## config.mk

```make
export PLATFORM = sky130hd
export DESIGN_NAME = sinogram_crystal_pair_map
export DESIGN_NICKNAME = d
export VERILOG_FILES = /design/src/rtl/scpm_pkg.sv /design/src/rtl/sinogram_crystal_pair_map.sv
export SDC_FILE = /design/constraint.sdc
export NUM_CORES = 1
export LEC_CHECK = 0
export BUFFER_PORTS_ARGS = -buffer_cell sky130_fd_sc_hd__buf_4
export CAP_MARGIN = 40
export CORE_MARGIN = 3
export CORE_UTILIZATION = 50
export DETAILED_ROUTE_END_ITERATION = 10
export PLACE_DENSITY_LB_ADDON = 0.2
export SYNTH_ARGS = -nofsm -noshare
export SYNTH_HDL_FRONTEND = slang
export SYNTH_SLANG_ARGS = --single-unit
```

## constraint.sdc

```tcl
create_clock -name clock -period 11.42 [get_ports clock]
set_input_delay 0 -clock clock [delete_from_list [all_inputs] [get_ports clock]]
set_output_delay 0 -clock clock [all_outputs]
set_load 0.005 [all_outputs]
```

## src/rtl/scpm_pkg.sv

```systemverilog
// Types and constants shared by the sinogram crystal pair map.
package scpm_pkg;

   localparam int MAX_RING_CRYSTALS_DEFAULT = 4096;

   // widths of the configuration fields and derived ring quantities
   localparam int BLOCKS_W  = 8;
   localparam int CPB_W     = 6;
   localparam int PROJ_W    = 11;
   localparam int NX_W      = BLOCKS_W + CPB_W;
   localparam int NA_W      = NX_W - 1;
   localparam int INDEX_W   = 11;
   localparam int CRYSTAL_W = 12;
   localparam int POS_W     = 22;
   // signed working width for crystal arithmetic, holds up to twice the ring size
   localparam int CALC_W    = NX_W + 3;

   localparam int CSR_INDEX_W = 3;
   localparam int CSR_DATA_W  = PROJ_W;

   typedef enum logic [CSR_INDEX_W-1:0] {
      CSR_DETECTOR_BLOCKS       = 3'd0,
      CSR_CRYSTALS_PER_BLOCK    = 3'd1,
      CSR_PROJECTIONS_PER_ANGLE = 3'd2,
      CSR_COMPRESSION_ON        = 3'd3,
      CSR_HALF_BLOCK_SHIFT      = 3'd4
   } csr_index_type;

   typedef enum logic [1:0] {
      STATUS_OK           = 2'd0,
      STATUS_ODD_BLOCKS   = 2'd1,
      STATUS_TOO_MANY     = 2'd2,
      STATUS_OUT_OF_RANGE = 2'd3
   } status_type;

   typedef struct packed {
      logic [INDEX_W-1:0] angle_index;
      logic [INDEX_W-1:0] projection_index;
   } req_payload_type;

   typedef struct packed {
      logic [CRYSTAL_W-1:0] crystal_first;
      logic [CRYSTAL_W-1:0] crystal_second;
      logic                 bin_kept;
      logic [POS_W-1:0]     table_position;
      status_type           status;
   } rsp_payload_type;

endpackage

```

## src/rtl/sinogram_crystal_pair_map.sv

```systemverilog
// Top level of the sinogram crystal pair map: bin to crystal pair lookup.
//
// Maps one sinogram bin (angle, projection) to the two ring crystals bounding
// its line of response, plus its row-major place in the full or compressed
// table and whether it is kept. One transaction per clock is sustained while
// the result is not stalled; an accepted transaction is held in the input
// register, one pass of arithmetic loads the result register, and the result
// leaves from there. A stalled result holds the input register, which then
// stalls the input. Ring geometry terms are worked out
// from the configuration registers into a register bank the cycle after a
// write, so the per-bin path holds only adds, compares and one 11x11 multiply
// for the table position. Configuration errors are reported in the status
// field of every result, with all other fields zero.
module sinogram_crystal_pair_map
   import scpm_pkg::*;
#(
   parameter int MAX_RING_CRYSTALS = MAX_RING_CRYSTALS_DEFAULT
) (
   input  logic                   clock,
   input  logic                   reset,
   input  logic                   csr_write_enable,
   input  logic [CSR_INDEX_W-1:0] csr_index,
   input  logic [CSR_DATA_W-1:0]  csr_write_data,
   input  logic                   req_valid,
   output logic                   req_stall,
   input  req_payload_type        req_payload,
   output logic                   rsp_valid,
   input  logic                   rsp_stall,
   output rsp_payload_type        rsp_payload
);

   // configuration registers
   logic [BLOCKS_W-1:0] detector_blocks_ff;
   logic [CPB_W-1:0]    crystals_per_block_ff;
   logic [PROJ_W-1:0]   projections_per_angle_ff;
   logic                compression_on_ff;
   logic                half_block_shift_ff;

   always_ff @(posedge clock) begin
      if (reset) begin
         detector_blocks_ff       <= BLOCKS_W'(2);
         crystals_per_block_ff    <= CPB_W'(1);
         projections_per_angle_ff <= PROJ_W'(1);
         compression_on_ff        <= 1'b0;
         half_block_shift_ff      <= 1'b0;
      end else if (csr_write_enable) begin
         case (csr_index_type'(csr_index))
            CSR_DETECTOR_BLOCKS:       detector_blocks_ff <= csr_write_data[BLOCKS_W-1:0];
            CSR_CRYSTALS_PER_BLOCK:    crystals_per_block_ff <= csr_write_data[CPB_W-1:0];
            CSR_PROJECTIONS_PER_ANGLE: projections_per_angle_ff <= csr_write_data[PROJ_W-1:0];
            CSR_COMPRESSION_ON:        compression_on_ff <= csr_write_data[0];
            CSR_HALF_BLOCK_SHIFT:      half_block_shift_ff <= csr_write_data[0];
            default: ;
         endcase
      end
   end

   // ring geometry derived from configuration
   logic [NX_W-1:0]          nx_in, nx_ff;
   logic [NA_W-1:0]          na_in, na_ff;
   logic [PROJ_W-1:0]        nb_in, nb_ff;
   logic [PROJ_W-2:0]        nb_half_in, nb_half_ff;
   logic [NA_W-1:0]          nac_in, nac_ff;
   logic signed [CALC_W-1:0] m_base_in, m_base_ff;
   logic signed [CALC_W-1:0] a_base_in, a_base_ff;
   logic signed [CALC_W-1:0] b_base_in, b_base_ff;
   status_type               cfg_status_in, cfg_status_ff;

   logic signed [CALC_W-1:0] na_even, nr, nr_half, list_size, cpb_half, na_s;

   always_comb begin
      nx_in      = NX_W'(detector_blocks_ff) * NX_W'(crystals_per_block_ff);
      na_in      = nx_in[NX_W-1:1];
      nb_in      = projections_per_angle_ff | PROJ_W'(1);
      nb_half_in = nb_in[PROJ_W-1:1];
      na_s       = CALC_W'(signed'({1'b0, na_in}));
      na_even    = CALC_W'(signed'({1'b0, na_in[NA_W-1:1], 1'b0}));
      cpb_half   = CALC_W'(signed'({1'b0, crystals_per_block_ff[CPB_W-1:1]}));
      if (half_block_shift_ff) begin
         nr = na_even - CALC_W'(2);
      end else if (crystals_per_block_ff[0]) begin
         nr = na_even - CALC_W'(1);
      end else begin
         nr = na_even;
      end
      nr_half   = nr >>> 1;
      list_size = (nr >= CALC_W'(1)) ? ((nr <<< 1) - CALC_W'(1)) : '0;
      // list size is odd, so its half is nr - 1
      m_base_in = nr - CALC_W'(1) - CALC_W'(signed'({1'b0, nb_half_in}));
      if (half_block_shift_ff) begin
         a_base_in = nr_half - CALC_W'(1);
         b_base_in = na_s - nr_half;
      end else if (crystals_per_block_ff[0]) begin
         a_base_in = cpb_half + nr_half;
         b_base_in = na_s + cpb_half - nr_half;
      end else begin
         a_base_in = cpb_half + nr_half - CALC_W'(1);
         b_base_in = na_s + cpb_half - nr_half;
      end
      // compressed angle count; na >= 2 whenever the configuration is usable
      if (detector_blocks_ff[1:0] == 2'b00) begin
         nac_in = NA_W'(na_in >> 2) + NA_W'(1);
      end else begin
         nac_in = NA_W'(na_in >> 1) + NA_W'(1);
      end
      if (detector_blocks_ff[0]) begin
         cfg_status_in = STATUS_ODD_BLOCKS;
      end else if (list_size < CALC_W'(signed'({1'b0, nb_in}))
                   || 32'(nx_in) > 32'(MAX_RING_CRYSTALS)) begin
         cfg_status_in = STATUS_TOO_MANY;
      end else begin
         cfg_status_in = STATUS_OK;
      end
   end

   always_ff @(posedge clock) begin
      if (reset) begin
         cfg_status_ff <= STATUS_OK;
      end else begin
         cfg_status_ff <= cfg_status_in;
      end
      nx_ff      <= nx_in;
      na_ff      <= na_in;
      nb_ff      <= nb_in;
      nb_half_ff <= nb_half_in;
      nac_ff     <= nac_in;
      m_base_ff  <= m_base_in;
      a_base_ff  <= a_base_in;
      b_base_ff  <= b_base_in;
   end

   // pipeline control
   logic            s1_valid_ff, s1_valid_in;
   req_payload_type s1_payload_ff;
   logic            rsp_valid_ff, rsp_valid_in;
   rsp_payload_type rsp_payload_ff, rsp_payload_in;
   logic            out_load, s1_load;

   always_comb begin
      out_load     = !rsp_valid_ff || !rsp_stall;
      s1_load      = !s1_valid_ff || out_load;
      req_stall    = !s1_load;
      s1_valid_in  = s1_load ? req_valid : s1_valid_ff;
      rsp_valid_in = out_load ? s1_valid_ff : rsp_valid_ff;
   end

   always_ff @(posedge clock) begin
      if (reset) begin
         s1_valid_ff  <= 1'b0;
         rsp_valid_ff <= 1'b0;
      end else begin
         s1_valid_ff  <= s1_valid_in;
         rsp_valid_ff <= rsp_valid_in;
      end
      if (s1_load && req_valid) begin
         s1_payload_ff <= req_payload;
      end
      if (out_load && s1_valid_ff) begin
         rsp_payload_ff <= rsp_payload_in;
      end
   end

   // per-bin arithmetic
   logic signed [CALC_W-1:0] ai_s, pj_s, nx_s, m, c, a_raw, a_fix, a_sum, b_raw, b_sum;
   logic [CALC_W-1:0]        a_wrap, b_wrap;
   logic                     range_bad, kept;
   logic [PROJ_W-1:0]        pos_mult;
   logic [POS_W:0]           pos_sum;
   status_type               item_status;

   always_comb begin
      ai_s  = CALC_W'(signed'({1'b0, s1_payload_ff.angle_index}));
      pj_s  = CALC_W'(signed'({1'b0, s1_payload_ff.projection_index}));
      nx_s  = CALC_W'(signed'({1'b0, nx_ff}));
      range_bad = (NA_W'(s1_payload_ff.angle_index) >= na_ff)
                  || (s1_payload_ff.projection_index >= nb_ff);
      m     = m_base_ff + pj_s;
      c     = m >>> 1;
      a_raw = a_base_ff - c;
      a_fix = (a_raw < 0) ? (a_raw + nx_s) : a_raw;
      a_sum = a_fix + ai_s;
      b_raw = b_base_ff + c + CALC_W'(signed'({1'b0, m[0]}));
      b_sum = b_raw + ai_s;
      // both sums stay below twice the ring size: one subtract wraps them
      a_wrap = unsigned'((a_sum >= nx_s) ? (a_sum - nx_s) : a_sum);
      b_wrap = unsigned'((b_sum >= nx_s) ? (b_sum - nx_s) : b_sum);

      if (compression_on_ff) begin
         pos_mult = PROJ_W'(nb_half_ff) + PROJ_W'(1);
         kept     = ({1'b0, s1_payload_ff.angle_index} < (INDEX_W+1)'(nac_ff))
                    && (s1_payload_ff.projection_index <= INDEX_W'(nb_half_ff));
      end else begin
         pos_mult = nb_ff;
         kept     = 1'b1;
      end
      pos_sum = (POS_W+1)'(POS_W'(s1_payload_ff.angle_index) * POS_W'(pos_mult))
                + (POS_W+1)'(s1_payload_ff.projection_index);

      if (cfg_status_ff != STATUS_OK) begin
         item_status = cfg_status_ff;
      end else if (range_bad) begin
         item_status = STATUS_OUT_OF_RANGE;
      end else begin
         item_status = STATUS_OK;
      end

      rsp_payload_in = '0;
      rsp_payload_in.status = item_status;
      if (item_status == STATUS_OK) begin
         rsp_payload_in.crystal_first  = a_wrap[CRYSTAL_W-1:0];
         rsp_payload_in.crystal_second = b_wrap[CRYSTAL_W-1:0];
         rsp_payload_in.bin_kept       = kept;
         rsp_payload_in.table_position = kept ? pos_sum[POS_W-1:0] : '0;
      end
   end

   assign rsp_valid   = rsp_valid_ff;
   assign rsp_payload = rsp_payload_ff;

   // assertions
   a_error_zeroes_fields: assert property (@(posedge clock) disable iff (reset)
      (rsp_valid && rsp_payload.status != STATUS_OK) |->
      (rsp_payload.crystal_first == '0 && rsp_payload.crystal_second == '0
       && !rsp_payload.bin_kept && rsp_payload.table_position == '0))
      else $error("error result carries nonzero fields");

   a_dropped_bin_no_position: assert property (@(posedge clock) disable iff (reset)
      (rsp_valid && !rsp_payload.bin_kept) |-> (rsp_payload.table_position == '0))
      else $error("bin not kept but position nonzero");

   a_full_table_keeps_all: assert property (@(posedge clock) disable iff (reset)
      (s1_valid_ff && out_load && !compression_on_ff && item_status == STATUS_OK)
      |=> rsp_payload.bin_kept)
      else $error("full table dropped a bin");

   a_full_pipe_stalls_input: assert property (@(posedge clock) disable iff (reset)
      (s1_valid_ff && rsp_valid_ff && rsp_stall) |-> req_stall)
      else $error("input accepted while pipeline full and blocked");

endmodule

```

==> impl_summary.txt <==
----------------------------------------------------
[Timing]
  Worst slew pin tran ... just under 1 ns
  Final Hold Viols ... 0
  Post-route clock period utilization ... 87.2%
  Relative slew slack ... around a third
  Setup violations, final ... 0
  Worst hold slack across all endpoints ... 0.236 ns
  Maximum clock frequency ... 100 MHz
  Final setup TNS ... 0 ns
  Minimum clock period ... 9.96 ns
  Final-report max-slew violation count ... 0
  Clock Skews ... 0.0224 ns
  RSZ-0062 raised after global routing ... no

[Synth]
  Most frequently used flop master after synthesis ... sky130_fd_sc_hd__dfxtp_1
  Library cells used by synthesis ... 99
  Number of warnings issued by yosys ... 0
  Count of flip-flops with a built-in enable after synthesis ... 71
  Net count after synthesis ... about 3000
  Async S/R FF share, synth ... 0%
  Synthesis-stage register bit count ... about 190
  Proportion of synthesized chip area in sequential cells ... between 20% and 30%
  Cells after synthesis ... roughly 2500
  Average cell area after synthesis ... between 8 and 9 um^2
  Post-Synthesis Cell Area ... 0.0215 mm^2

[Final layout]
  Proportion of layout cells with a drive suffix above 1 ... approximately 7.4%
  Area overhead of the layout relative to synthesis ... 11.0%
  Diodes inserted ... 0
  Net count of the finished layout ... 3107

[Die]
  Boundary pin count ... 92
  Initial cell density of the core ... about half
  Area of the core region ... between 0.04 and 0.05 mm^2
  Overall die height ... ~210 um
  Die Outline Area ... roughly 0.046 mm^2
  Die span in x ... approximately 210 um
  Row Count ... between 70 and 80

[Critical path]
  FF-to-FF path depth ... 38
  CP Class ... flop to flop
  Highest-delay cell along the critical path ... sky130_fd_sc_hd__a311oi_1
  CP Capture Type ... flop
  Highest fanout seen on the critical path ... 12
  Sort of element at the start of the critical path ... flop
  CP peak stage delay ... around 0.79 ns
  Required @ worst endpoint ... between 10 and 15 ns
  Crit path arrival time ... between 10 and 15 ns

[Route]
  Met3 wire len ... 2.91 mm
  Avg WL per Cell ... between 15 and 20 um
  Uppermost signal routing layer after detailed routing ... met4
  DRC violation count after routing ... 0
  Metal1 wirelength ... 27.0 mm
  Met2 WL ... 27.9 mm
  Detailed-router iteration count before antenna repair ... 5
  Total wire length ... between 50 and 60 mm
  Post-DRT Antenna Nets ... 0
  Total via count after detailed routing ... roughly 18000
  Average via count per standard cell ... roughly 5.6
  Starting DRT DRC Count ... about 1500

[Worst hold path]
  Worst hold-check path type ... primary input to flop
  Worst Hold Path Cells ... 2

[Global route]
  GRT Util Overall ... roughly a quarter
  Aggregate global routing overflow ... 0
  First-pass GRT wire length ... around 95 mm
  Antenna violations before repair ... 1
  Number of global-route vias before repair ... 17867
  Maximum number of pins on one net before global-route repair ... 56

[Clock network]
  H-tree depth reported by CTS ... 4
  TritonCTS clock tree ... done
  Clock sink total ... between 150 and 200
  Max Root-Sink Buffers ... 2
  Clock root cell ... sky130_fd_sc_hd__clkbuf_16
  Total CTS buffers ... 17
  Insertion delay to the later sink of the worst-skew pair ... about 0.48 ns
  Clock Pin Slew Worst Setup and Hold Paths ... ~0.080 ns
  Number of setup buffers added after CTS ... 0

[Run status]
  Outcome ... finished, final reports clean

[Flow run]
  Count of max-cap constraint violations ... 0

[Place]
  Routability-driven placement congestion ratio ... around 0.9
  HPWL after detailed placement ... 47.9 mm
  Number of I/O port buffers ... slightly above 90

----------------------------------------------------
-- cell usage in the layout, fill, tap and decap left out, types with 6 or more instances in the layout --
| master | netlist | final |
|---|---|---|
| sky130_fd_sc_hd__inv_2 | 6 | 6 |
| sky130_fd_sc_hd__xor2_1 | 33 | 33 |
| sky130_fd_sc_hd__nor4_1 | 6 | 6 |
| sky130_fd_sc_hd__nand3b_1 | 6 | 6 |
| sky130_fd_sc_hd__clkbuf_16 | 0 | 17 |
| sky130_fd_sc_hd__clkinv_8 | 0 | 6 |
| sky130_fd_sc_hd__xnor2_1 | 122 | 122 |
| sky130_fd_sc_hd__o21bai_1 | 18 | 18 |
| sky130_fd_sc_hd__mux2i_1 | 42 | 42 |
| sky130_fd_sc_hd__o21a_1 | 35 | 35 |
| sky130_fd_sc_hd__o2111ai_1 | 7 | 7 |
| sky130_fd_sc_hd__and2_1 | 88 | 88 |
| sky130_fd_sc_hd__nand2b_1 | 19 | 19 |
| sky130_fd_sc_hd__a31oi_1 | 15 | 15 |
| sky130_fd_sc_hd__o31ai_1 | 11 | 11 |
| sky130_fd_sc_hd__a21boi_0 | 15 | 14 |
| sky130_fd_sc_hd__a211o_1 | 8 | 8 |
| sky130_fd_sc_hd__ha_1 | 277 | 277 |
| sky130_fd_sc_hd__nor3b_1 | 9 | 9 |
| sky130_fd_sc_hd__mux2_2 | 6 | 6 |
| sky130_fd_sc_hd__nand3_1 | 58 | 58 |
| sky130_fd_sc_hd__o21ai_0 | 103 | 103 |
| sky130_fd_sc_hd__edfxtp_1 | 71 | 71 |
| sky130_fd_sc_hd__fa_1 | 138 | 138 |
| sky130_fd_sc_hd__buf_4 | 1 | 107 |
| sky130_fd_sc_hd__nand2_1 | 287 | 287 |
| sky130_fd_sc_hd__dfxtp_1 | 117 | 117 |
| sky130_fd_sc_hd__inv_6 | 0 | 6 |
| sky130_fd_sc_hd__dlygate4sd3_1 | 0 | 47 |
| sky130_fd_sc_hd__a21oi_1 | 151 | 150 |
| sky130_fd_sc_hd__nor3_1 | 49 | 49 |
| sky130_fd_sc_hd__inv_1 | 351 | 351 |
| sky130_fd_sc_hd__a21o_1 | 50 | 50 |
| sky130_fd_sc_hd__nor2_1 | 151 | 151 |
| sky130_fd_sc_hd__and3_1 | 20 | 20 |
| sky130_fd_sc_hd__nand4_1 | 19 | 19 |
| sky130_fd_sc_hd__o211ai_1 | 11 | 11 |
| sky130_fd_sc_hd__or3_1 | 14 | 14 |
| sky130_fd_sc_hd__a211oi_1 | 13 | 13 |
| sky130_fd_sc_hd__nor2b_1 | 36 | 35 |
-- cells by family (layout without fill, tap and decap cells) --
family	Yosys count	count (layout)	share of synthesized area (%)
simple gates	787	787	17.5
compound gates	516	516	16.2
buf+inv	425	549	7.53
fa+ha+maj	415	415	28.9
flops	188	188	20.8
xor+xnor	161	161	6.79
mux	48	48	2.27
-- final cells by class --
cell class	instances	area (um^2)
repair buffers	158	1310
flip-flops and latches	188	4470
multi-input cells	1927	15500
clock buffers	18	439
inverters	359	1350
fillers	3824	18300
clock inverters	14	183
well taps	539	674
-- worst paths after layout --
check / from / end / slack (ns)
setup / recovery: pj_s[1] / rsp_payload[43] / 1.46
hold / removal: req_payload[19] / ai_s[8] / 0.24
setup reg to reg: pj_s[1] / rsp_payload[43] / 1.46
hold reg to reg: projections_per_angle_ff[7] / nb_ff[7] / 0.38
-- timing repair --
action	in CTS	in global routing
endpoints found under the hold margin	52	0
gates resized for setup	0	0
hold buffers	47	0
-- sequential cells by signal (all words and copies together), names as in the netlist --
signal,flops
rsp_payload,49
a_base_ff,17
b_base_ff,17
m_base_ff,17
na_ff,13
nac_ff,12
ai_s,11
pj_s,11
nb_ff,10
projections_per_angle_ff,10
detector_blocks_ff,8
crystals_per_block_ff,6
cfg_status_ff,2
compression_on_ff,1
half_block_shift_ff,1
nx_ff,1
rsp_valid,1
s1_valid_ff,1
-- per-stage QoR --
stage / cell area [um^2] / util (%) / worst slack, ns / instances
6_report: 23900 / 56.6 / 1.46 / 3203
5_1_grt: 23900 / 56.6 / 0.417 / 3203
4_1_cts: 23900 / 56.6 / 1.36 / 3203
3_5_place_dp: 22800 / 54.0 / 1.48 / 3124
3_3_place_gp: 22700 / 53.8 / 1.86 / 3114
2_1_floorplan: 21500 / - / 2.64 / 2540
-- worst max-delay path, delay by kind of cell (launching register included) --
| family | cells | cell delay, ns |
|---|---|---|
| AO/OA/AOI/OAI | 22 | 5.63 |
| adder cells (fa/ha/maj) | 5 | 1.40 |
| AND/OR/NAND/NOR | 6 | 1.03 |
| XOR/XNOR | 3 | 0.88 |
| flip-flops | 1 | 0.48 |
| multiplexers | 1 | 0.19 |
| buffers and inverters | 1 | 0.07 |
-- routing by layer --
metal	GRT usage, %	vias up
met3	2.87	93
met1	35.9	8604
met5	0	-
met2	43.8	548
met4	9.05	0
li1	-	8848
-- cells in the mapped netlist (all sizes together) (58+ instances only) --
cell | instances | area [um^2]
nor2 | 151 | 567
edfxtp | 71 | 2130
nand3 | 58 | 290
a21oi | 152 | 764
o21ai | 105 | 537
inv | 358 | 1350
dfxtp | 117 | 2340
nand2 | 288 | 1080
xnor2 | 124 | 1100
fa | 138 | 2760
ha | 277 | 3470
and2 | 88 | 551
Power is not shown: default switching activity piles up to over one toggle a cycle in this logic, so the estimate is an artifact.
